**config.mk**
```make
export PLATFORM = sky130hd
export DESIGN_NAME = gcc_ram
export DESIGN_NICKNAME = d
export VERILOG_FILES = /design/src/gcc_ram.sv
export SDC_FILE = /design/constraint.sdc
export NUM_CORES = 1
export LEC_CHECK = 0
export ABC_AREA = 1
export BUFFER_PORTS_ARGS = -buffer_cell sky130_fd_sc_hd__clkbuf_2
export CAP_MARGIN = 25
export CORE_MARGIN = 4
export CORE_UTILIZATION = 55
export CTS_CLUSTER_DIAMETER = 200
export DETAILED_ROUTE_END_ITERATION = 6
export PLACE_DENSITY = 0.75
export SLEW_MARGIN = 20
export SYNTH_ARGS = -nofsm -noshare
export SYNTH_HDL_FRONTEND = slang
export SYNTH_SLANG_ARGS = --single-unit
export TNS_END_PERCENT = 30
```
**constraint.sdc**
```tcl
create_clock -name clk_i -period 1.6 [get_ports clk_i]
set_input_delay 0 -clock clk_i [delete_from_list [all_inputs] [get_ports clk_i]]
set_output_delay 0 -clock clk_i [all_outputs]
set_load 0.02 [all_outputs]
```
**src/gcc_ram.sv**
```systemverilog
`timescale 1ns / 1ps
`default_nettype none

// Single-port-write, single-port-read RAM with registered read data.
// Entries not written since the last clear read as zero.
module gcc_ram #(
  parameter int unsigned WIDTH = 8,
  parameter int unsigned DEPTH = 64,
  parameter int unsigned AW    = (DEPTH > 1) ? $clog2(DEPTH) : 1
) (
  input  wire logic             clk_i,
  input  wire logic             rst_ni,
  input  wire logic             clr_i,
  input  wire logic             we_i,
  input  wire logic [AW-1:0]    waddr_i,
  input  wire logic [WIDTH-1:0] wdata_i,
  input  wire logic             re_i,
  input  wire logic [AW-1:0]    raddr_i,
  output logic      [WIDTH-1:0] rdata_o
);

  logic [WIDTH-1:0] mem [DEPTH];
  logic [DEPTH-1:0] vld_q;
  logic [WIDTH-1:0] rdata_q;
  logic             rvld_q;

  always_ff @(posedge clk_i) begin
    if (we_i) begin
      mem[waddr_i] <= wdata_i;
    end
    if (re_i) begin
      rdata_q <= mem[raddr_i];
    end
  end

  always_ff @(posedge clk_i or negedge rst_ni) begin
    if (!rst_ni) begin
      vld_q  <= '0;
      rvld_q <= 1'b0;
    end else begin
      if (clr_i) begin
        vld_q <= '0;
      end else if (we_i) begin
        vld_q[waddr_i] <= 1'b1;
      end
      if (re_i) begin
        rvld_q <= vld_q[raddr_i];
      end
    end
  end

  assign rdata_o = rvld_q ? rdata_q : '0;

endmodule

`default_nettype wire

```
==> summary by stage <==
Status
The flow ran to the end, but the final reports show violations. The checks that failed: setup timing.

Timing
In this run the tightest slew margin relative to its limit is 51.1%. The slew at the pin with the worst max-slew slack is 733 ps. The achievable frequency is 610 MHz.

Once routing completed, OpenROAD measured the worst setup slack at -39.7 ps. The setup TNS is -60.3 ps. The ratio of final minimum period to clock period is 102%. The setup skew after layout is approximately 23 ps. Setup violations remaining at the end of the flow were counted as 2. Hold timing on the final database bottoms out at a slack of 30.8 ps. The worst path in the final design needs a cycle of 1640 ps, including I/O delays and setup. The number of pins exceeding their max-slew limit in the final report is 0.

The total count of hold-check failures in the final report is 0. Setup repair after global routing could not meet its margin everywhere.

Synthesis
The register bit total from synthesis is 585. Synthesis handed over a netlist of about 2100 instances. The most common cell in the netlist is edfxtp_1. After synthesis, the largest family of logic cells by area is simple AND/OR/NAND/NOR gates.

The synthesized netlist occupies a cell area of 0.0240 mm^2. After synthesis, the largest area contributor takes up 65.2% of total cell area. The portion of the post-synthesis area used by sequential elements is 72.0%.

In the synthesized netlist, the cells that appear most often are edfxtp_1 (520), nor2_1 (418), nand2_1 (339), o21ai_0 (194), nand3_1 (146). The adder-cell area share of the yosys netlist is 0%. In this run the mean area of a mapped cell was 11.5 um^2. The number of nets handed over by synthesis was 2107. In the synthesized netlist, mux cells make up 0% of the area. The count of warnings emitted by yosys is 0. The synthesized-area fraction occupied by xor and xnor cells is 0%. The synthesized netlist contains 22 unique library cells. Ranked by total cell area, the synthesized netlist is headed by edfxtp_1 (65%), dfrtp_1 (6.8%), nor2_1 (6.6%). In the synthesized netlist the dominant register cell turns out to be edfxtp_1. The fraction of the mapped netlist area in simple logic gates is 15.2%. The fraction of registers with async set/reset is 11.1%. Summing the areas of all compound-gate instances in the mapped netlist gives under 10% of the synthesized area. The synthesized design spends more area on one cell type than any other, namely edfxtp_1.

The synthesized design contains 520 enable-type register cells.

Routing
The number of vias in the routed layout is 16700. The DRC marker count from the first detailed-route iteration is 2129. The first TritonRoute pass finished after 6 iterations. For this run, design rule violations remaining after detail routing come to 0. The mean number of vias per cell is 5.92. The routed wire length is 61.9 mm. The wire length per cell is 21.9 um. The count of nets left with antenna violations once routing finished came out at 0.

Finish
The fraction of final layout cells sized beyond drive strength 1 is 12.4%. The filler cells instantiated in the layout total 3134. The sequential cells in the finished layout cover a total of 0.0172 mm^2. The footprint of the multi-input gates is 0.00576 mm^2. The number of antenna repair diodes is 0.

The final core area utilization is 64.0%. In the final design database the tool counted approximately 2200 nets. Relative to the synthesized area, the layout overhead comes to 15.2%.

Worst setup path
The data arrival time at the worst-slack endpoint is 1640 ps. The worst setup path is captured at an output port. In this run the worst path has a maximum fanout of 9. The setup path with the least slack is of type reg -> out. The worst setup path is launched from a flip-flop. STA puts the critical path data required time at 1600 ps.

Global route
The initial antenna violation count is 0. Global routing used 26.5% of the available tracks across all layers. The largest net degree at the start of global routing is 93. For this run the aggregate overflow at the end of global routing stands at 0. The global-route wire length before repair is 95.5 mm.

The via count of the first global-routing pass came to ~16000.

CTS
The clock tree from TritonCTS is yes. The post-CTS setup repair buffer count is 0. The clock drives 585 sinks. The clock insertion delay at the later pin of the skew report is 610 ps. The clock tree synthesis step divided the H-tree into 2 levels. The clock tree root driver cell is clkbuf_16. After clock tree synthesis, the clock-pin slew on the worst setup and hold paths is ~60 ps. The maximum clock path buffer count is 3. The number of clock buffers added by TritonCTS is between 50 and 60.

Placement
The wire-length estimate of the detail-placed layout is between 30 and 40 mm. In this run the tool buffered the top-level ports with 32 buffer cells. At the end of routability-driven placement, the weighted congestion stood at 0.899.

Floorplan
The number of ports placed on the die boundary is 33. The region available for standard cell placement spans 0.0431 mm^2. The die boundary width is around 220 um. For this configuration, the core starts out at a cell density of 55.6%. The die area is 0.0470 mm^2. In this run the core area contains 76 standard-cell rows.

Measured along the y axis, the die boundary spans 217 um.

Power and ir drop
The maximum VDD drop is 0.000835 V. Summed over all cells, the static leakage comes to 10.1 nW. The power per cell area is 1170 mW/mm^2.

Job
Max-cap violations in this run came to 0.

Hold path
The tightest min-delay check is of the in -> reg type.
## report_power, final
part	total (mW)	switching (mW)	internal, mW
logic	2.29	1.61	0.682
clock network	13.1	5.50	7.58
registers	16.8	0.0489	16.8
total	32.2	7.15	25.0
## per-layer routing
metal | routed length, um | vias to the layer above | share of wire, % | global-route usage (%)
li1 | - | 7519 | - | -
met1 | 22900 | 8111 | 37 | 35.1
met2 | 29100 | 960 | 47 | 42.1
met3 | 7200 | 156 | 12 | 6.97
met4 | 2700 | 0 | 4.4 | 11.2
met5 | 0 | - | 0 | 0
## stage by stage
| stage | setup WS [ps] | total power, mW | cells | area [um^2] |
|---|---|---|---|---|
| 2_1_floorplan | 295 | 18.3 | 2082 | 24000 |
| 3_3_place_gp | -135 | 19.3 | 2709 | 25600 |
| 3_5_place_dp | -194 | 19.3 | 2709 | 25600 |
| 4_1_cts | -2.88 | 32.3 | 2827 | 27500 |
| 5_1_grt | -41.1 | 33.2 | 2827 | 27600 |
| 6_report | -39.7 | 32.2 | 2827 | 27600 |
## critical path, cell delays in order, from the launching register on
cell and delay [ps]:
dfrtp_2 510, nand2_1 240, inv_1 110, clkbuf_2 170
## cells in the final DEF, fill, tap and decap left out, drive strengths merged
cell type	n
inv	67
buf	143
nand2	339
clkinv	13
clkinvlp	1
bufinv	2
dfrtp	65
clkbuf	124
edfxtp	520
o22ai	104
nor3	13
nand3	146
o21ai	246
dlygate4sd3	9
a21oi	32
nor2	418
## path summary, 6_finish.rpt
path	startpoint	to	slack, ps	cells past startpoint
max	rvld_q	rdata_o[7]	-40	3
min	waddr_i[1]	vld_q[52]	30	7
max reg2reg	mem[17][6]	rdata_q[6]	50	9
min reg2reg	vld_q[17]	vld_q[17]	500	2
max in group asynchronous	rst_ni	rvld_q	860	4
min in group asynchronous	rst_ni	vld_q[52]	450	4
## sequential cells by signal (all words and copies together) (netlist names)
name and cells:
rvld_q 1, rdata_q 8, mem 512, vld_q 64
## area by class of cell
type	instances	area share, %
clock inverter	14	0.458
clock buffer	94	6.19
multi-input combinational	1298	20.9
timing repair buffer	182	6.34
inverter	69	0.962
tap	585	2.65
sequential	585	62.5
## what timing repair did
| action | in CTS | in global routing |
|---|---|---|
| endpoints found under the setup margin | 9 | 11 |
| gates resized for setup | 2 | 21 |
| pin swaps | 0 | 2 |
| hold buffers | 10 | 0 |
| endpoints found under the hold margin | 346 | 0 |
## logic make-up (layout without fill, tap and decap cells)
| logic type | count (synthesis) | after routing |
|---|---|---|
| AO/OA/AOI/OAI | 382 | 382 |
| flip-flops | 585 | 585 |
| buffers and inverters | 199 | 359 |
| AND/OR/NAND/NOR | 916 | 916 |
No activity file was read; power rests on OpenSTA's default activity.
