## config.mk

```make
export PLATFORM = sky130hd
export DESIGN_NAME = gcc_update
export DESIGN_NICKNAME = d
export VERILOG_FILES = /design/src/gcc_pkg.sv /design/src/gcc_update.sv
export SDC_FILE = /design/constraint.sdc
export NUM_CORES = 1
export LEC_CHECK = 0
export BUFFER_PORTS_ARGS = -buffer_cell sky130_fd_sc_hd__buf_2
export CAP_MARGIN = 25
export CORE_MARGIN = 8
export CORE_UTILIZATION = 33
export DETAILED_ROUTE_END_ITERATION = 8
export GPL_TIMING_DRIVEN = 0
export PLACE_DENSITY = 0.62
export SYNTH_ARGS = -nofsm -noshare
export SYNTH_HDL_FRONTEND = slang
export SYNTH_SLANG_ARGS = --single-unit
```

## constraint.sdc

```tcl
create_clock -name clk_i -period 3.8 [get_ports clk_i]
set_input_delay 0.57 -clock clk_i [delete_from_list [all_inputs] [get_ports clk_i]]
set_output_delay 0.57 -clock clk_i [all_outputs]
set_load 0.02 [all_outputs]
```

## src/gcc_pkg.sv

```systemverilog
`timescale 1ns / 1ps
`default_nettype none

package gcc_pkg;

  // Grid limits; a configured size above these is clamped.
  localparam int unsigned MAX_ROWS = 64;
  localparam int unsigned MAX_COLS = 64;

  localparam int unsigned COORD_W = 7;
  localparam int unsigned CNT_W   = 7;
  localparam logic [CNT_W-1:0] CNT_MAX = '1;

  localparam int unsigned ROW_AW = (MAX_ROWS > 1) ? $clog2(MAX_ROWS) : 1;
  localparam int unsigned COL_AW = (MAX_COLS > 1) ? $clog2(MAX_COLS) : 1;

  // The final check walks every store entry once.
  localparam int unsigned WALK_LEN = (MAX_ROWS > MAX_COLS) ? MAX_ROWS : MAX_COLS;
  localparam int unsigned WALK_AW  = (WALK_LEN > 1) ? $clog2(WALK_LEN) : 1;

  localparam int unsigned IN_TDATA_W  = 16;
  localparam int unsigned OUT_TDATA_W = 8;
  localparam int unsigned CFG_IDX_W   = 1;

  typedef enum logic [CFG_IDX_W-1:0] {
    REG_GRID_ROWS = 1'b0,
    REG_GRID_COLS = 1'b1
  } cfg_reg_e;

  typedef enum logic [2:0] {
    ST_LOAD,
    ST_SETTLE,
    ST_WALK,
    ST_DRAIN,
    ST_FINISH
  } state_e;

  // Write requests from the update stage to the three stores.
  typedef struct packed {
    logic                row_we;
    logic [ROW_AW-1:0]   row_addr;
    logic [CNT_W-1:0]    row_data;
    logic                col_we;
    logic [COL_AW-1:0]   col_addr;
    logic [CNT_W-1:0]    col_data;
    logic                map_we;
    logic [ROW_AW-1:0]   map_addr;
    logic [MAX_COLS-1:0] map_data;
  } store_wr_t;

  // Walk sequencer status towards the control FSM.
  typedef struct packed {
    logic [WALK_AW-1:0] idx;
    logic               last;
    logic               bad;
  } walk_stat_t;

endpackage

`default_nettype wire

```

## src/gcc_update.sv

```systemverilog
`timescale 1ns / 1ps
`default_nettype none

// Read-modify-write stage: the stores are read when a cell is taken,
// the bumped counts and map row are written in the cycle after.
module gcc_update (
  input  wire logic                          clk_i,
  input  wire logic                          rst_ni,
  input  wire logic                          clr_i,
  input  wire logic                          take_i,
  input  wire logic [gcc_pkg::COORD_W-1:0]   cell_row_i,
  input  wire logic [gcc_pkg::COORD_W-1:0]   cell_col_i,
  input  wire logic                          cell_kept_i,
  input  wire logic [gcc_pkg::CNT_W-1:0]     rows_use_i,
  input  wire logic [gcc_pkg::CNT_W-1:0]     cols_use_i,
  input  wire logic [gcc_pkg::CNT_W-1:0]     row_rd_i,
  input  wire logic [gcc_pkg::CNT_W-1:0]     col_rd_i,
  input  wire logic [gcc_pkg::MAX_COLS-1:0]  map_rd_i,
  output gcc_pkg::store_wr_t                 wr_o,
  output logic                               stray_o
);

  logic                          v_q;
  logic                          row_ok_q;
  logic                          col_ok_q;
  logic [gcc_pkg::ROW_AW-1:0]    row_idx_q;
  logic [gcc_pkg::COL_AW-1:0]    col_idx_q;

  // Most recent write to each store, forwarded to a read that raced it.
  logic                          fw_row_vld_q;
  logic [gcc_pkg::ROW_AW-1:0]    fw_row_addr_q;
  logic [gcc_pkg::CNT_W-1:0]     fw_row_data_q;
  logic                          fw_col_vld_q;
  logic [gcc_pkg::COL_AW-1:0]    fw_col_addr_q;
  logic [gcc_pkg::CNT_W-1:0]     fw_col_data_q;
  logic                          fw_map_vld_q;
  logic [gcc_pkg::ROW_AW-1:0]    fw_map_addr_q;
  logic [gcc_pkg::MAX_COLS-1:0]  fw_map_data_q;

  logic                          stray_q;
  logic                          stray_d;

  logic [gcc_pkg::CNT_W-1:0]     row_cur;
  logic [gcc_pkg::CNT_W-1:0]     col_cur;
  logic [gcc_pkg::MAX_COLS-1:0]  map_cur;

  always_ff @(posedge clk_i) begin
    if (take_i) begin
      row_ok_q  <= cell_row_i < rows_use_i;
      col_ok_q  <= cell_col_i < cols_use_i;
      row_idx_q <= cell_row_i[gcc_pkg::ROW_AW-1:0];
      col_idx_q <= cell_col_i[gcc_pkg::COL_AW-1:0];
    end
  end

  always_comb begin
    row_cur = (fw_row_vld_q && fw_row_addr_q == row_idx_q) ? fw_row_data_q : row_rd_i;
    col_cur = (fw_col_vld_q && fw_col_addr_q == col_idx_q) ? fw_col_data_q : col_rd_i;
    map_cur = (fw_map_vld_q && fw_map_addr_q == row_idx_q) ? fw_map_data_q : map_rd_i;

    wr_o.row_we   = v_q && row_ok_q;
    wr_o.row_addr = row_idx_q;
    wr_o.row_data = (row_cur == gcc_pkg::CNT_MAX) ? row_cur : row_cur + 1'b1;
    wr_o.col_we   = v_q && col_ok_q;
    wr_o.col_addr = col_idx_q;
    wr_o.col_data = (col_cur == gcc_pkg::CNT_MAX) ? col_cur : col_cur + 1'b1;
    wr_o.map_we   = v_q && row_ok_q && col_ok_q;
    wr_o.map_addr = row_idx_q;
    wr_o.map_data = map_cur | (gcc_pkg::MAX_COLS'(1) << col_idx_q);

    stray_d = stray_q || (v_q && !(row_ok_q && col_ok_q));
  end

  always_ff @(posedge clk_i or negedge rst_ni) begin
    if (!rst_ni) begin
      v_q          <= 1'b0;
      fw_row_vld_q <= 1'b0;
      fw_col_vld_q <= 1'b0;
      fw_map_vld_q <= 1'b0;
      stray_q      <= 1'b0;
    end else if (clr_i) begin
      v_q          <= 1'b0;
      fw_row_vld_q <= 1'b0;
      fw_col_vld_q <= 1'b0;
      fw_map_vld_q <= 1'b0;
      stray_q      <= 1'b0;
    end else begin
      v_q     <= take_i && !cell_kept_i;
      stray_q <= stray_d;
      if (wr_o.row_we) begin
        fw_row_vld_q <= 1'b1;
      end
      if (wr_o.col_we) begin
        fw_col_vld_q <= 1'b1;
      end
      if (wr_o.map_we) begin
        fw_map_vld_q <= 1'b1;
      end
    end
  end

  always_ff @(posedge clk_i) begin
    if (wr_o.row_we) begin
      fw_row_addr_q <= wr_o.row_addr;
      fw_row_data_q <= wr_o.row_data;
    end
    if (wr_o.col_we) begin
      fw_col_addr_q <= wr_o.col_addr;
      fw_col_data_q <= wr_o.col_data;
    end
    if (wr_o.map_we) begin
      fw_map_addr_q <= wr_o.map_addr;
      fw_map_data_q <= wr_o.map_data;
    end
  end

  assign stray_o = stray_q;

endmodule

`default_nettype wire

```

==> results.cfg <==
[timing]
worstMarginPinSlew_ns = 0.746
fin_tns_setup_ns = 0
final-hold-violation-count = 0
fmax_ghz = 0.273
finalSetupViolCount = 0
slew_viol_final = 0
min_period_ns = 3.66
finClkSkew_ns = 0.00580
timing.final.crit_share_pct = 96.4
slew_headroom_pct = 50.3

[placed_design]
hpwl_mm = 13.1
post-place-cells = 951
port_buffers = 210
gp_congestion = 0.795

[outcome]
status = finished clean

[yosys]
postSynthAreaPerCell_um2 = 11.2
synth_top_cell_area_share_pct = 57.6
yosysSeqAreaShare_pct = 59.8
synth.largest_area_cell = edfxtp_1
synth-edff-count = 110
syn_inst = 514
synth.cell_area_mm2 = 0.00573
synth_flop_cell = edfxtp_1
async_reset_ff_share_pct = 4.35
ys_ff_latch = 115
ys_warn_count = 0
synthDistinctLibCells = 42
synth_nets = 639
ys_top_cells_by_area = edfxtp_1, nor2_1, o22ai_1, ha_1, xor2_1

[power]
power.density_mw_per_mm2 = 450
total_power_mw = 3.60
p_leak_nw = 3.28
peakVddDrop_mv = 0.315

[final_layout]
area_growth_pct = 39.6
nNetsFinal = 895
drive_gt1_share_pct = 38.7
nFillCells = 1640
final_cells = 1008
antenna_cells = 0
finish.utilization_pct = 46.7

[worst_setup_path]
critPathLaunchType = flop
worstPathMaxFanout = 8
endpoint = wr_o[72]
path_class = reg2out
cp-startpoint = col_idx_q[0]$_DFFE_PP_
cp.arrival_ns = 3.09
r2r_cells = 11
crit_required_ns = 3.23
end_kind = primary output
r2r_setup_slack_ns = 1.00
r2r-start = col_idx_q[0]$_DFFE_PP_
worstReg2RegEnd = fw_col_data_q[1]$_DFFE_PP_

[clock_network]
htreeDepth = 4
clock_latency_ns = 0.41
cts_tree = built
clock_path_buffers = 2
cts_num_sinks = 115
clk_pin_slew_ns = 0.05
cts-root-buf = clkbuf_16
numCtsBuffers = 17

[grt]
grt_max_degree = 44
grt_first_pass_wirelength_mm = 26.0
grt-ovfl-total = 0
antenna_found_initial = 0
met1_usage_pct = 19.0
met2_usage_pct = 24.4
grt_pass1_vias = 4854
grt_util_met3_pct = 5.41
top_usage_layer = met2
grt_use_total_pct = 15.3

[die]
ios = 211
start_util_pct = 33.5
design.die.area_mm2 = 0.0218
die_y_um = 148
coreArea_mm2 = 0.0171
std_cell_rows = 48
die_w_um = 148

[route]
drt_iter0_drc = 214
wl_per_cell_um = 17.3
vias = 4849
drc = 0
viasPerCell = 4.81
wl_mm = 17.4
antenna_left = 0
firstDrtPassIters = 4

[worst_hold_path]
hold_path.class = in2reg
whs_path_depth = 2

[run]
drv_cap = 0
[metal layers]
metal / vias up / wire length [um]
met5: - / 0
li1: 2365 / -
met2: 188 / 8200
met3: 21 / 1320
met4: 0 / 202
met1: 2275 / 7690
[how the worst min path moves through the flow]
stage	end	slack (ns)	startpoint
2_1_floorplan	fw_col_vld_q$_DFFE_PN0P_	0.27	rst_ni
3_3_place_gp	v_q$_DFF_PN0_	0.39	rst_ni
3_5_place_dp	v_q$_DFF_PN0_	0.39	rst_ni
4_1_cts	v_q$_DFF_PN0_	0.29	cell_kept_i
5_1_grt	v_q$_DFF_PN0_	0.30	cell_kept_i
6_report	v_q$_DFF_PN0_	0.31	cell_kept_i
[critical path: stages (launching register included)]
cell      delay (ns)
edfxtp_1        0.44
buf_6           0.16
xnor2_2         0.12
nand4_1         0.12
nor4_2          0.26
buf_6           0.19
mux2_4          0.19
ha_4            0.14
nand2_1         0.05
mux2_4          0.30
or2_4           0.25
mux2_4          0.31
buf_6           0.13
[flip-flops by register name, indices dropped and copies added (netlist names)]
signal         count
col_ok_q           1
fw_map_vld_q       1
v_q                1
stray_o            1
fw_map_data_q     64
row_ok_q           1
fw_col_addr_q      6
fw_map_addr_q      6
col_idx_q          6
row_idx_q          6
fw_row_data_q      7
fw_row_vld_q       1
fw_col_vld_q       1
fw_col_data_q      7
fw_row_addr_q      6
[stage by stage]
stage / setup slack (ns) / hold WS [ns] / instance area (um2)
after floorplan: 0.620 / 0.274 / 5730
after global placement: -0.135 / 0.389 / 7060
after detailed placement: 0.339 / 0.388 / 7100
after CTS: -0.0499 / 0.286 / 7760
after global routing: -0.0133 / 0.297 / 8000
final: 0.138 / 0.310 / 8000
[synthesized netlist by cell type, types with 2 or more instances]
cell type and instances:
a21o_1 4, a21oi_1 5, and2_1 2, buf_4 7, buf_6 3, clkbuf_1 19, dfrtp_1 5, edfxtp_1 110
ha_1 14, inv_1 12, mux2_2 8, mux2i_1 12, nand2_1 22, nand2b_1 9, nand3_1 12, nand4_1 4
nor2_1 144, nor2b_1 5, nor3_1 2, nor4_2 2, o21a_1 2, o21ai_0 5, o22ai_1 64, o2bb2ai_1 2
or2_2 2, xnor2_1 6, xnor2_2 3, xor2_1 15
[cell families after synthesis]
kind of cell	count (synthesis)	synth area share (%)
multiplexers	22	4.13
AND/OR/NAND/NOR	214	16.3
buffers and inverters	42	3.62
AO/OA/AOI/OAI	83	9.04
flip-flops	115	59.8
XOR/XNOR	24	4.06
adder cells (fa/ha/maj)	14	3.06
[placed cells by master (no fill, tap or decap), drive strengths merged, types with 10 or more instances in the layout]
master,synthesis,final
buf,11,247
nor2,144,144
edfxtp,110,110
o22ai,64,64
clkbuf,19,39
nand2,22,22
xor2,15,15
ha,14,14
inv,12,12
nand3,12,12
mux2i,12,12
mux2,10,10
[final cells by class]
cell class | count | area, um2 | area share [%]
buffer | 30 | 163 | 2.03
clock buffer | 20 | 437 | 5.46
clock inverter | 12 | 163 | 2.03
inverter | 12 | 45.0 | 0.563
multi-input combinational | 357 | 2210 | 27.6
sequential | 115 | 3430 | 42.8
tap | 225 | 282 | 3.52
timing repair buffer | 237 | 1280 | 16.0
[report_power, final]
part / switching (mW) / leakage, nW / internal (mW)
logic: 0.297 / 1.91 / 0.197
registers: 0.0234 / 1.07 / 1.44
clock network: 0.555 / 0.290 / 1.09
[repair_timing]
action / CTS / global route
setup endpoints to repair: 4 / 9
hold buffers: 1 / 0
gates cloned: 0 / 0
pin swaps: 0 / 12
setup buffers: 6 / 18
resized for setup: 0 / 24
endpoints found under the hold margin: 5 / 0
No activity file was read; power rests on OpenSTA's default activity.
