File: config.mk
export PLATFORM = sky130hd
export DESIGN_NAME = gcc_walk
export DESIGN_NICKNAME = d
export VERILOG_FILES = /design/src/gcc_pkg.sv /design/src/gcc_walk.sv
export SDC_FILE = /design/constraint.sdc
export NUM_CORES = 1
export LEC_CHECK = 0
export ABC_CLOCK_PERIOD_IN_PS = 3800
export BUFFER_PORTS_ARGS = -buffer_cell sky130_fd_sc_hd__buf_2
export CAP_MARGIN = 30
export CORE_UTILIZATION = 50
export CTS_BUF_LIST = sky130_fd_sc_hd__clkbuf_8
export DETAILED_ROUTE_END_ITERATION = 8
export PLACE_DENSITY = 0.77
export SLEW_MARGIN = 0
export SYNTH_ARGS = -nofsm -noshare
export SYNTH_HDL_FRONTEND = slang
export SYNTH_SLANG_ARGS = --single-unit
File: constraint.sdc
create_clock -name clk_i -period 3.8 [get_ports clk_i]
set_input_delay 0.19 -clock clk_i [delete_from_list [all_inputs] [get_ports clk_i]]
set_output_delay 0.19 -clock clk_i [all_outputs]
set_load 0.005 [all_outputs]
File: src/gcc_pkg.sv
`timescale 1ns / 1ps
`default_nettype none

package gcc_pkg;

  // Grid limits; a configured size above these is clamped.
  localparam int unsigned MAX_ROWS = 64;
  localparam int unsigned MAX_COLS = 64;

  localparam int unsigned COORD_W = 7;
  localparam int unsigned CNT_W   = 7;
  localparam logic [CNT_W-1:0] CNT_MAX = '1;

  localparam int unsigned ROW_AW = (MAX_ROWS > 1) ? $clog2(MAX_ROWS) : 1;
  localparam int unsigned COL_AW = (MAX_COLS > 1) ? $clog2(MAX_COLS) : 1;

  // The final check walks every store entry once.
  localparam int unsigned WALK_LEN = (MAX_ROWS > MAX_COLS) ? MAX_ROWS : MAX_COLS;
  localparam int unsigned WALK_AW  = (WALK_LEN > 1) ? $clog2(WALK_LEN) : 1;

  localparam int unsigned IN_TDATA_W  = 16;
  localparam int unsigned OUT_TDATA_W = 8;
  localparam int unsigned CFG_IDX_W   = 1;

  typedef enum logic [CFG_IDX_W-1:0] {
    REG_GRID_ROWS = 1'b0,
    REG_GRID_COLS = 1'b1
  } cfg_reg_e;

  typedef enum logic [2:0] {
    ST_LOAD,
    ST_SETTLE,
    ST_WALK,
    ST_DRAIN,
    ST_FINISH
  } state_e;

  // Write requests from the update stage to the three stores.
  typedef struct packed {
    logic                row_we;
    logic [ROW_AW-1:0]   row_addr;
    logic [CNT_W-1:0]    row_data;
    logic                col_we;
    logic [COL_AW-1:0]   col_addr;
    logic [CNT_W-1:0]    col_data;
    logic                map_we;
    logic [ROW_AW-1:0]   map_addr;
    logic [MAX_COLS-1:0] map_data;
  } store_wr_t;

  // Walk sequencer status towards the control FSM.
  typedef struct packed {
    logic [WALK_AW-1:0] idx;
    logic               last;
    logic               bad;
  } walk_stat_t;

endpackage

`default_nettype wire

File: src/gcc_walk.sv
`timescale 1ns / 1ps
`default_nettype none

// Check sequencer: reads one store entry a cycle and folds it in.
// u_q collects map bits of rows that are not full; col_full_q marks full columns.
module gcc_walk (
  input  wire logic                          clk_i,
  input  wire logic                          rst_ni,
  input  wire logic                          start_i,
  input  wire logic                          run_i,
  input  wire logic [gcc_pkg::CNT_W-1:0]     rows_use_i,
  input  wire logic [gcc_pkg::CNT_W-1:0]     cols_use_i,
  input  wire logic [gcc_pkg::CNT_W-1:0]     row_cnt_i,
  input  wire logic [gcc_pkg::CNT_W-1:0]     col_cnt_i,
  input  wire logic [gcc_pkg::MAX_COLS-1:0]  map_row_i,
  output gcc_pkg::walk_stat_t                stat_o
);

  logic [gcc_pkg::WALK_AW-1:0]   idx_q;
  logic                          pend_q;
  logic [gcc_pkg::WALK_AW-1:0]   ridx_q;
  logic [gcc_pkg::MAX_COLS-1:0]  u_q;
  logic [gcc_pkg::MAX_COLS-1:0]  u_d;
  logic [gcc_pkg::MAX_COLS-1:0]  col_full_q;
  logic [gcc_pkg::MAX_COLS-1:0]  col_full_d;
  logic [gcc_pkg::MAX_COLS-1:0]  col_mask;
  logic                          row_in;
  logic                          col_in;
  logic                          row_full;
  logic                          col_full;

  always_comb begin
    row_in   = (gcc_pkg::CNT_W + 1)'(ridx_q) < {1'b0, rows_use_i};
    col_in   = (gcc_pkg::CNT_W + 1)'(ridx_q) < {1'b0, cols_use_i};
    row_full = row_cnt_i == cols_use_i;
    col_full = col_cnt_i == rows_use_i;

    u_d = u_q;
    if (pend_q && row_in && !row_full) begin
      u_d = u_q | map_row_i;
    end

    col_full_d = col_full_q;
    for (int k = 0; k < gcc_pkg::MAX_COLS; k++) begin
      col_mask[k] = (gcc_pkg::CNT_W + 1)'(k) < {1'b0, cols_use_i};
      if (pend_q && col_in && ridx_q == gcc_pkg::WALK_AW'(k)) begin
        col_full_d[k] = col_full;
      end
    end
  end

  always_ff @(posedge clk_i or negedge rst_ni) begin
    if (!rst_ni) begin
      idx_q  <= '0;
      pend_q <= 1'b0;
    end else if (start_i) begin
      idx_q  <= '0;
      pend_q <= 1'b0;
    end else begin
      pend_q <= run_i;
      if (run_i) begin
        idx_q <= idx_q + 1'b1;
      end
    end
  end

  always_ff @(posedge clk_i) begin
    if (start_i) begin
      u_q        <= '0;
      col_full_q <= '0;
    end else begin
      u_q        <= u_d;
      col_full_q <= col_full_d;
    end
    if (run_i) begin
      ridx_q <= idx_q;
    end
  end

  assign stat_o.idx  = idx_q;
  assign stat_o.last = idx_q == gcc_pkg::WALK_AW'(gcc_pkg::WALK_LEN - 1);
  assign stat_o.bad  = |(u_q & ~col_full_q & col_mask);

endmodule

`default_nettype wire

==> impl_metrics.ini, run 1 <==
[synth]
synth_largest_type_area_fraction_pct = 38.0
ys.flop_type = sky130_fd_sc_hd__dfxtp_1
synth_seq_area_share_pct = 43.3
synth_area_leader_cell = sky130_fd_sc_hd__dfxtp_1
synth_area_per_cell_um2 = 9.57
seq_cells_post_synth = 141
synth-async-reset-ratio_pct = 4.96
synth_cell_types = 60
syn_nets = 811
mapped_area_um2 = 6740
syn-instance-count = 704
synth-edff-count = 6
synthTopCellsByArea = sky130_fd_sc_hd__dfxtp_1 (38%), sky130_fd_sc_hd__o311ai_0 (8.4%), sky130_fd_sc_hd__a22o_1 (8.3%)
yosysWarnings = 0

[critical_path]
critical_path_max_stage_delay_ns = 0.55
setup.worst_path.end_class = primary output
critical_path_arrival_ns = 2.61
critPathCapture = stat_o[0]
ff2ff_setup_slack_ns = 1.01
setup.worst_path.start_class = register
worstReg2RegStart = ridx_q[1]
crit_slowest_cell = sky130_fd_sc_hd__or4_1
timing.critical_path.fanout_max = 2
timing.reg2reg.worst_path_depth = 8
required_ns = 3.61
worst_setup_path_startpoint = u_q[3]
timing.rr.end = u_q[58]
crit_path_kind = register to primary output
cells_along_the_critical_path = nor2b_1 > maj3_1 > o22ai_1 > nand4_1 > or4_1 > nor3_2 > o211ai_1 > buf_2

[sta]
timing.fmax_ghz = 0.357
worst_slew_margin_rel_pct = 35.7
final_slew_viol_count = 0
setup_repair_after_global_routing_missed_its_margin = false
tightest_slew_ns = 0.962
setup_total_negative_slack_ns = 0
report.final.setup_viol = 0
fin_worst_hold_slack_ns = 0.0554
hold_viol_final = 0
period_share_pct = 73.8
min_period_ns = 2.80
finalClockSkew_ns = 0.00506

[layout]
share_of_final_layout_standard_cells_stronger_than_drive_strength_1_pct = 17.7
final_nets = 931
diodes = 0
synthesis_to_layout_area_growth_pct = 23.0
n_fill_cell = 1114

[outcome]
outcome = complete, no violations

[cts]
cts.root.buffer_cell = sky130_fd_sc_hd__clkbuf_8
clkSinkCount = 141
cts_tree = built
tritoncts.num_buffers = 17
clock_tree.buffer_depth = 2
later_pin_clock_latency_in_the_skew_report_ns = 0.46
htree_levels = 4
cts.clk_slew.worst_paths_ns = 0.08

[global_routing]
grt_start_max_net_pins = 88
grt_overflow = 0
global_route_wire_length_before_repair_mm = 32.5
first_global_vias = 6266
antenna_found_initial = 0
grt.total_usage_pct = 30.0

[flow_run]
drv.max_cap_violation_count = 0

[route]
totalWireLength_mm = 20.7
detail_route.wl_per_cell_um = 20.4
route.detailed.vias_per_inst = 6.41
drc = 0
first_pass_detailed_route_iteration_total = 7
drt-initial-drc-count = 593
drtAntennaViolNets = 0
routed-via-count = 6486

[floorplan]
floorplan.initialDensity_pct = 51.1
ios = 104
die_x_um = 118
die_y_um = 118
core_ar_um2 = 13200
die-area_um2 = 13900
rows = 42

[placed_design]
globalplace.congestion = 1.02
place.detailed.hpwl_mm = 14.0
port_buffers = 103

[pwr]
ir_worst_vdd_mv = 0.306
static-leakage-power_nw = 3.14
ratio_of_total_power_to_cell_area_nw_per_um2 = 372

[hold_path]
path_class_of_the_lowest_slack_min_delay_path = input port to register
[cells in the mapped netlist (3+ instances only)]
| cell | instances |
|---|---|
| sky130_fd_sc_hd__nor3b_1 | 4 |
| sky130_fd_sc_hd__clkbuf_1 | 61 |
| sky130_fd_sc_hd__o22ai_1 | 4 |
| sky130_fd_sc_hd__nor2_1 | 15 |
| sky130_fd_sc_hd__edfxtp_1 | 6 |
| sky130_fd_sc_hd__dfrtp_1 | 7 |
| sky130_fd_sc_hd__a21o_1 | 5 |
| sky130_fd_sc_hd__o41ai_1 | 64 |
| sky130_fd_sc_hd__a31oi_1 | 8 |
| sky130_fd_sc_hd__o21ai_0 | 24 |
| sky130_fd_sc_hd__nor3_1 | 5 |
| sky130_fd_sc_hd__a22o_1 | 64 |
| sky130_fd_sc_hd__nand4_1 | 7 |
| sky130_fd_sc_hd__xnor2_1 | 5 |
| sky130_fd_sc_hd__dfxtp_1 | 128 |
| sky130_fd_sc_hd__nor4_1 | 5 |
| sky130_fd_sc_hd__inv_1 | 25 |
| sky130_fd_sc_hd__nand2_1 | 30 |
| sky130_fd_sc_hd__a21oi_1 | 22 |
| sky130_fd_sc_hd__buf_2 | 12 |
| sky130_fd_sc_hd__ha_1 | 11 |
| sky130_fd_sc_hd__nand3_1 | 12 |
| sky130_fd_sc_hd__nor2b_1 | 22 |
| sky130_fd_sc_hd__o2111ai_1 | 3 |
| sky130_fd_sc_hd__xor2_1 | 13 |
| sky130_fd_sc_hd__o311ai_0 | 65 |
| sky130_fd_sc_hd__nand2b_1 | 25 |
| sky130_fd_sc_hd__nand3b_1 | 12 |
| sky130_fd_sc_hd__or3_1 | 5 |
[kinds of logic (layout without fill, tap and decap cells)]
logic type / after synthesis / after routing / share of synthesized area [%]
simple gates: 158 / 158 / 13.7
compound gates: 274 / 274 / 32.4
flops: 141 / 141 / 43.3
mux: 1 / 1 / 0.149
buf+inv: 100 / 232 / 5.90
xor+xnor: 18 / 18 / 2.34
fa+ha+maj: 12 / 12 / 2.19
[timing repair]
item / CTS / global route
hold endpoints to repair: 71 / 0
resized for setup: 0 / 0
hold buffers: 65 / 0
setup buffers: 0 / 0
[power by group]
| group | switching [mW] | internal, mW | total, mW | leakage [nW] |
|---|---|---|---|---|
| sequential | 0.0435 | 1.53 | 1.58 | 1.20 |
| clock | 0.568 | 0.520 | 1.09 | 0.186 |
| combinational | 0.230 | 0.189 | 0.418 | 1.76 |
[per-stage QoR]
stage	power, mW	instances	util [%]	area (um^2)	setup slack [ns]
floorplan	1.82	704	-	6740	1.28
global placement	1.95	915	55.1	7260	1.16
detailed placement	1.97	916	55.2	7280	1.11
CTS	3.08	1012	62.8	8290	1.00
global route	3.21	1012	62.8	8290	0.850
finish	3.08	1012	62.8	8290	0.997
[area by class of cell]
cell class / count / area (um^2) / area share (%)
clock buffer: 18 / 248 / 2.99
tap: 176 / 220 / 2.66
sequential: 141 / 2920 / 35.2
clock inverter: 13 / 104 / 1.25
multi-input combinational: 463 / 3440 / 41.6
timing repair buffer: 175 / 1260 / 15.2
inverter: 26 / 97.6 / 1.18
[how the worst min path moves through the flow]
stage / from / end / slack (ns) / depth (start not counted)
floorplan: rst_ni / idx_q[0] / -0.11 / 0
global placement: rst_ni / idx_q[1] / 0.03 / 1
global route: start_i / idx_q[4] / 0.05 / 2
detailed placement: rst_ni / idx_q[1] / 0.03 / 1
CTS: start_i / pend_q / 0.03 / 2
finish: start_i / pend_q / 0.06 / 2
[cells in the final DEF, fill, tap and decap left out, types with 6 or more instances in the layout]
master	count
sky130_fd_sc_hd__clkbuf_8	18
sky130_fd_sc_hd__o41ai_1	64
sky130_fd_sc_hd__nor2_1	15
sky130_fd_sc_hd__nand4_1	7
sky130_fd_sc_hd__dfrtp_1	7
sky130_fd_sc_hd__xor2_1	13
sky130_fd_sc_hd__a21oi_1	21
sky130_fd_sc_hd__nand3_1	12
sky130_fd_sc_hd__a31oi_1	8
sky130_fd_sc_hd__nand2b_1	25
sky130_fd_sc_hd__edfxtp_1	6
sky130_fd_sc_hd__nor2b_1	22
sky130_fd_sc_hd__dfxtp_1	128
sky130_fd_sc_hd__a22o_1	64
sky130_fd_sc_hd__dlygate4sd3_1	65
sky130_fd_sc_hd__nand3b_1	12
sky130_fd_sc_hd__o21ai_0	24
sky130_fd_sc_hd__o311ai_0	65
sky130_fd_sc_hd__ha_1	11
sky130_fd_sc_hd__inv_1	26
sky130_fd_sc_hd__buf_2	103
sky130_fd_sc_hd__nand2_1	29
[layer usage]
| layer | up-vias | track usage (%) | wire length (um) |
|---|---|---|---|
| li1 | 3043 | - | - |
| met1 | 3095 | 38.0 | 8680 |
| met2 | 293 | 48.1 | 9740 |
| met3 | 55 | 6.59 | 1490 |
| met4 | 0 | 15.2 | 762 |
| met5 | - | 0 | 0 |
[state kept, by name, summed over array words and instances (netlist names)]
name	count
idx_q	6
u_q	64
ridx_q	6
col_full_q	64
pend_q	1
[critical path: cells and delay by family, from the launching register on]
| kind | cells | cell delay, ns |
|---|---|---|
| flops | 1 | 0.32 |
| simple gates | 4 | 0.96 |
| compound gates | 2 | 0.37 |
| buf+inv | 1 | 0.17 |
| fa+ha+maj | 1 | 0.35 |
Power figures use the tool's default switching activity.
==> inputs of run 2 (changes only) <==
--- a/config.mk
+++ b/config.mk
@@ -5,13 +5,14 @@
 export SDC_FILE = /design/constraint.sdc
 export NUM_CORES = 1
 export LEC_CHECK = 0
-export ABC_CLOCK_PERIOD_IN_PS = 3800
+export ABC_AREA = 1
+export ABC_CLOCK_PERIOD_IN_PS = 2400
 export BUFFER_PORTS_ARGS = -buffer_cell sky130_fd_sc_hd__buf_2
 export CAP_MARGIN = 30
 export CORE_UTILIZATION = 50
 export CTS_BUF_LIST = sky130_fd_sc_hd__clkbuf_8
 export DETAILED_ROUTE_END_ITERATION = 8
-export PLACE_DENSITY = 0.77
+export PLACE_DENSITY = 0.78
 export SLEW_MARGIN = 0
 export SYNTH_ARGS = -nofsm -noshare
 export SYNTH_HDL_FRONTEND = slang
==> constraint.sdc (replaced) <==
create_clock -name clk_i -period 2.4 [get_ports clk_i]
set_input_delay 0.12 -clock clk_i [delete_from_list [all_inputs] [get_ports clk_i]]
set_output_delay 0.12 -clock clk_i [all_outputs]
set_load 0.005 [all_outputs]
==> run 2 against run 1 <==
Compared with the run above: global-route usage fell by 2.1 points; critical path depth is 1 lower; via count rose by 28%; flip-flop and latch count is the same; worst setup slack worse by 0.64 ns; critical endpoint is now u_q[54]; highest routed layer unchanged.
==> impl_metrics.ini, run 2 <==
[pwr]
power_share_of_the_clock_group_pct = 35.8
ir_worst_vdd_mv = 0.356
switching_power_mw = 1.48
power.switching_fraction_pct = 28.6
ratio_of_total_power_to_cell_area_nw_per_um2 = 513
internal-power_mw = 3.70
comb_power_share_pct = 16.6
fin_total_pwr_mw = 5.18
seq_power_share_pct = 47.6
static-leakage-power_nw = 4.53

[global_routing]
grt_overflow = 0
global_route_wire_length_before_repair_mm = 38.4
first_global_vias = 7853
grt.total_usage_pct = 27.9
antenna_found_initial = 0
grt_start_max_net_pins = 65

[critical_path]
timing.critical_path.fanout_max = 34
required_ns = 2.79
setup.worst_path.start_class = register
crit_path_kind = register to register
critical_path_arrival_ns = 2.43
timing.reg2reg.worst_path_depth = 7
setup.worst_path.end_class = register
ff2ff_setup_slack_ns = 0.36
worstReg2RegStart = ridx_q[2]
timing.rr.end = u_q[54]

[synth]
syn-instance-count = 1234
synth_area_per_cell_um2 = 6.82
synth_seq_area_share_pct = 34.7
seq_cells_post_synth = 141
synth_cell_types = 37
ys.flop_type = sky130_fd_sc_hd__dfxtp_1
synth_most_common_cell = sky130_fd_sc_hd__nand2_1
synth_area_leader_cell = sky130_fd_sc_hd__dfxtp_1
synth_largest_type_area_fraction_pct = 30.4
syn_nets = 1341
synthTopCellsByArea = sky130_fd_sc_hd__dfxtp_1 (30%), sky130_fd_sc_hd__nand2_1 (13%), sky130_fd_sc_hd__nor2_1 (10%)
netlist_top_cells_count = sky130_fd_sc_hd__nand2_1 (290), sky130_fd_sc_hd__nor2_1 (226), sky130_fd_sc_hd__inv_1 (174), sky130_fd_sc_hd__dfxtp_1 (128), sky130_fd_sc_hd__nand3_2 (61)
yosysWarnings = 0
mapped_area_um2 = 8420
synth-edff-count = 6
synth-async-reset-ratio_pct = 4.96

[sta]
timing.fmax_ghz = 0.490
tightest_slew_ns = 0.700
worst_slew_margin_rel_pct = 53.3
final.setup.worst_slack_ns = 0.359
report.final.setup_viol = 0
fin_worst_hold_slack_ns = 0.0187
setup_repair_after_global_routing_missed_its_margin = false
finalClockSkew_ns = 0.0175
min_period_ns = 2.04
period_share_pct = 85.0
hold_viol_final = 0
setup_total_negative_slack_ns = 0
final_slew_viol_count = 0

[cts]
cts.hold.buffers_added = 66
clkSinkCount = 141
cts.root.buffer_cell = sky130_fd_sc_hd__clkbuf_8
ctsResizeCount = 0
htree_levels = 4
cts_tree = built
tritoncts.num_buffers = 17
later_pin_clock_latency_in_the_skew_report_ns = 0.47
postCtsSetupRepairBufs = 0
clock_tree.buffer_depth = 2
cts.clk_slew.worst_paths_ns = 0.08

[floorplan]
rows = 47
die-area_um2 = 17400
die_x_um = 132
ios = 104
die_y_um = 132
floorplan.initialDensity_pct = 51.0
core_ar_um2 = 16500

[outcome]
outcome = complete, no violations

[layout]
fin_cells = 1618
diodes = 0
most_common_cell_after_layout_fill_and_taps_aside = sky130_fd_sc_hd__nand2_1
layout.cells.most_common_list = sky130_fd_sc_hd__nand2_1 (290), sky130_fd_sc_hd__nor2_1 (226), sky130_fd_sc_hd__inv_1 (174)
synthesis_to_layout_area_growth_pct = 20.1
final_core_utilization_pct = 61.2
share_of_final_layout_standard_cells_stronger_than_drive_strength_1_pct = 21.7
final_nets = 1494
largest_registers = col_full_q x64, u_q x64
post-route-cell-area_um2 = 10100

[placed_design]
port_buffers = 103
dpl.cell_count = 1522
place.detailed.hpwl_mm = 16.2
placed_cell_area_um2 = 9080
placement.setup.worst_slack_ns = 0.387
globalplace.congestion = 0.987

[hold_path]
path_class_of_the_lowest_slack_min_delay_path = input port to async pin

[route]
first_pass_detailed_route_iteration_total = 7
drt-initial-drc-count = 764
routed-via-count = 8325
detail_route.wl_per_cell_um = 14.5
route.detailed.vias_per_inst = 5.15
drtAntennaViolNets = 0
totalWireLength_mm = 23.5
drc = 0

[flow_run]
drv.max_cap_violation_count = 0
run 2: cell types whose count changed after synthesis, moves of 60 or more:
cell / before / now
sky130_fd_sc_hd__nand2_1: 30 / 290
sky130_fd_sc_hd__nand3_2: 0 / 61
sky130_fd_sc_hd__nor2_1: 15 / 226
sky130_fd_sc_hd__o311ai_0: 65 / 0
sky130_fd_sc_hd__o41ai_1: 64 / 0
sky130_fd_sc_hd__a21oi_2: 0 / 60
sky130_fd_sc_hd__inv_1: 25 / 174
sky130_fd_sc_hd__a22o_1: 64 / 0
run 2: cell type report:
cell class,count,area [um^2]
Inverter,183,689
Sequential cell,141,2920
Multi-Input combinational cell,853,4450
Fill cell,1476,6410
Tap cell,220,275
Clock buffer,18,248
Timing Repair Buffer,191,1410
Clock inverter,12,121
run 2: cells by family (layout without fill, tap and decap cells):
group	Yosys count	count (layout)	share of synthesized area, %
fa+ha+maj	11	11	1.63
buf+inv	240	404	12.6
simple gates	690	690	38.5
flops	141	141	34.7
xor+xnor	14	14	1.46
compound gates	138	138	11.2
run 2: worst max-delay path by stage:
stage | from | endpoint | slack, ns | depth (start not counted)
after floorplan | ridx_q[2] | u_q[0] | 0.48 | 7
after global placement | ridx_q[2] | u_q[19] | 0.41 | 7
after detailed placement | ridx_q[2] | u_q[54] | 0.39 | 7
after CTS | ridx_q[2] | u_q[54] | 0.36 | 7
after global routing | ridx_q[2] | col_full_q[25] | 0.14 | 10
final | ridx_q[2] | u_q[54] | 0.36 | 7
run 2: layer usage:
layer | up-vias | part of all wire (%) | wire (um) | GRT usage [%]
met2 | 356 | 44 | 10400 | 44.4
met5 | - | 0 | 0 | 0
met1 | 3736 | 44 | 10200 | 36.5
met4 | 0 | 3.7 | 866 | 13.8
li1 | 4164 | - | - | -
met3 | 69 | 8.3 | 1960 | 5.19
run 2: power groups by stage:
| stage | sequential (mW) | combinational, mW | clock [mW] |
|---|---|---|---|
| floorplan | 2.51 | 0.522 | 0 |
| global placement | 2.52 | 0.749 | 0 |
| detailed placement | 2.52 | 0.759 | 0 |
| CTS | 2.47 | 0.846 | 1.88 |
| global route | 2.47 | 0.943 | 1.98 |
| finish | 2.47 | 0.861 | 1.85 |
run 2: critical path, stage by stage (launching register included):
cell                       delay, ns
sky130_fd_sc_hd__edfxtp_1       0.50
sky130_fd_sc_hd__ha_1           0.35
sky130_fd_sc_hd__a21oi_1        0.18
sky130_fd_sc_hd__nand2_2        0.08
sky130_fd_sc_hd__a211oi_4       0.32
sky130_fd_sc_hd__buf_12         0.27
sky130_fd_sc_hd__nand3_1        0.10
sky130_fd_sc_hd__a21oi_1        0.15
==> inputs of run 3 (changes only) <==
--- a/config.mk
+++ b/config.mk
@@ -6,13 +6,13 @@
 export NUM_CORES = 1
 export LEC_CHECK = 0
 export ABC_AREA = 1
-export ABC_CLOCK_PERIOD_IN_PS = 2400
+export ABC_CLOCK_PERIOD_IN_PS = 2200
 export BUFFER_PORTS_ARGS = -buffer_cell sky130_fd_sc_hd__buf_2
 export CAP_MARGIN = 30
 export CORE_UTILIZATION = 50
 export CTS_BUF_LIST = sky130_fd_sc_hd__clkbuf_8
 export DETAILED_ROUTE_END_ITERATION = 8
-export PLACE_DENSITY = 0.78
+export PLACE_DENSITY = 0.75
 export SLEW_MARGIN = 0
 export SYNTH_ARGS = -nofsm -noshare
 export SYNTH_HDL_FRONTEND = slang
==> constraint.sdc (replaced) <==
create_clock -name clk_i -period 2.2 [get_ports clk_i]
set_input_delay 0.11 -clock clk_i [delete_from_list [all_inputs] [get_ports clk_i]]
set_output_delay 0.11 -clock clk_i [all_outputs]
set_load 0.005 [all_outputs]
==> run 3 against run 2 <==
Compared with the run above: core utilization up 0.89 points; worst setup slack worse by 0.24 ns; routed wire length grew 2.4%; register-to-register slack worse by 0.20 ns; hold slack better by 0.33 ns; flip-flop and latch count unchanged; non-clock buffer count rose by 8; clock power rose by 32%; cell area grew 1.4%; die area unchanged; critical endpoint is now stat_o[0]; highest routed layer unchanged.
==> impl_metrics.ini, run 3 (synthesized netlist as in run 2, its figures left out) <==
[critical_path]
top_cell_by_count_worst_path = sky130_fd_sc_hd__nor2_1
critical_path_arrival_ns = 1.97
critical_path_max_stage_delay_ns = 0.30
ff2ff_setup_slack_ns = 0.16
crit_path_kind = register to primary output
setup.worst_path.end_class = primary output
crit_slowest_cell = sky130_fd_sc_hd__dfxtp_1
timing.reg2reg.worst_path_depth = 8
setup.worst_path.start_class = register
cells_along_the_critical_path = inv_1 > nor2_1 > o21ai_0 > inv_1 > nor2_1 > nand2_1 > nor2_1 > nand2_1 > nor2_1 > nand2_1 > buf_2
timing.critical_path.fanout_max = 2
required_ns = 2.09

[route]
totalWireLength_mm = 24.0
drt-initial-drc-count = 901
drtAntennaViolNets = 0
first_pass_detailed_route_iteration_total = 5
routed-via-count = 8301
route.detailed.vias_per_inst = 5.10
drc = 0
detail_route.wl_per_cell_um = 14.8

[floorplan]
core_ar_um2 = 16500
die_x_um = 132
ios = 104
rows = 47
die_y_um = 132
floorplan.initialDensity_pct = 51.0
die-area_um2 = 17400

[sta]
setup_total_negative_slack_ns = 0
finalClockSkew_ns = 0.0149
min_period_ns = 2.08
report.final.setup_viol = 0
tightest_slew_ns = 0.745
hold_viol_final = 0
final_slew_viol_count = 0
setup_repair_after_global_routing_missed_its_margin = false
timing.fmax_ghz = 0.480
period_share_pct = 94.7
worst_slew_margin_rel_pct = 50.0

[pwr]
ratio_of_total_power_to_cell_area_nw_per_um2 = 593
ir_worst_vdd_mv = 0.363
static-leakage-power_nw = 4.59

[layout]
seqCellArea_um2 = 2920
largest_registers = col_full_q x64, u_q x64
final_core_utilization_pct = 62.1
share_of_final_layout_standard_cells_stronger_than_drive_strength_1_pct = 22.0
diodes = 0
final_nets = 1502
synthesis_to_layout_area_growth_pct = 21.8
n_fill_cell = 1526
layout.cells.most_common_list = sky130_fd_sc_hd__nand2_1 (290), sky130_fd_sc_hd__nor2_1 (226), sky130_fd_sc_hd__inv_1 (175)
multiInputGateArea_um2 = 4450
most_common_cell_after_layout_fill_and_taps_aside = sky130_fd_sc_hd__nand2_1

[placed_design]
port_buffers = 103
globalplace.congestion = 0.974
place.detailed.hpwl_mm = 16.5

[global_routing]
antenna_found_initial = 0
grt_start_max_net_pins = 65
grt_overflow = 0
first_global_vias = 7948
grt.total_usage_pct = 28.3
global_route_wire_length_before_repair_mm = 39.0

[cts]
clock_tree.buffer_depth = 2
cts.clk_slew.worst_paths_ns = 0.08
clkSinkCount = 141
later_pin_clock_latency_in_the_skew_report_ns = 0.47
htree_levels = 4
cts.root.buffer_cell = sky130_fd_sc_hd__clkbuf_8
ctsResizeCount = 0
tritoncts.num_buffers = 17
cts_tree = built

[flow_run]
drv.max_cap_violation_count = 0

[outcome]
outcome = complete, no violations

[hold_path]
holdPathStages = 7
path_class_of_the_lowest_slack_min_delay_path = input port to register
-- run 3: cell types whose count changed in the layout (fill, tap and decap cells not counted) --
cell and delta:
sky130_fd_sc_hd__bufinv_16 +3, sky130_fd_sc_hd__clkinvlp_4 +1, sky130_fd_sc_hd__inv_1 +1, sky130_fd_sc_hd__clkinv_4 +2
sky130_fd_sc_hd__clkinv_2 -5, sky130_fd_sc_hd__buf_12 -1, sky130_fd_sc_hd__buf_4 +7, sky130_fd_sc_hd__dlygate4sd3_1 +2
-- run 3: routing by layer --
layer  wire length (um)  share of wire (%)  track usage, %
met4                744                3.1            12.2
met2              10800                 45            46.0
met5                  0                  0               0
met3               1780                7.4            4.65
met1              10700                 44            37.3
-- run 3: through the flow --
step / setup WS (ns) / power (mW) / hold WS (ns) / instance area (um^2) / std cells
after floorplan: 0.279 / 3.30 / -0.186 / 8420 / 1234
after global placement: 0.213 / 3.57 / -0.0466 / 9100 / 1527
after detailed placement: 0.164 / 3.59 / -0.0443 / 9100 / 1527
after CTS: 0.148 / 6.10 / 0.323 / 10200 / 1627
after global routing: 0.0286 / 6.32 / 0.371 / 10300 / 1628
final: 0.117 / 6.09 / 0.345 / 10300 / 1628
-- run 3: worst max-delay path, delay by kind of cell, from the launching register on --
kind,cells,cell delay [ns]
buf+inv,3,0.33
flops,1,0.30
simple gates,7,0.79
compound gates,1,0.07
-- run 3: area by class of cell --
cell class                 count  area share [%]
multi-input combinational    853            43.4
sequential                   141            28.4
timing repair buffer         199            14.2
inverter                     183            6.72
tap                          220            2.68
clock buffer                  18            2.42
clock inverter                14            2.10
-- run 3: power breakdown --
part | switching (mW) | internal, mW | total [mW] | leakage, nW
clock network | 1.06 | 1.38 | 2.44 | 0.231
registers | 0.0440 | 2.65 | 2.69 | 1.20
logic | 0.574 | 0.379 | 0.953 | 3.17
-- run 3: path summary, 6_finish.rpt --
path                               from              to
hold reg to reg                 u_q[22]         u_q[22]
setup reg to reg              ridx_q[4]  col_full_q[48]
hold / removal             col_cnt_i[5]  col_full_q[57]
setup / recovery                 u_q[1]       stat_o[0]
min in group asynchronous        rst_ni        idx_q[5]
max in group asynchronous        rst_ni        idx_q[1]
-- run 3: what timing repair did --
item                                   CTS  global route
hold buffers                            68             0
setup endpoints to repair                0             2
setup buffers                            0             1
endpoints found under the hold margin   81             0
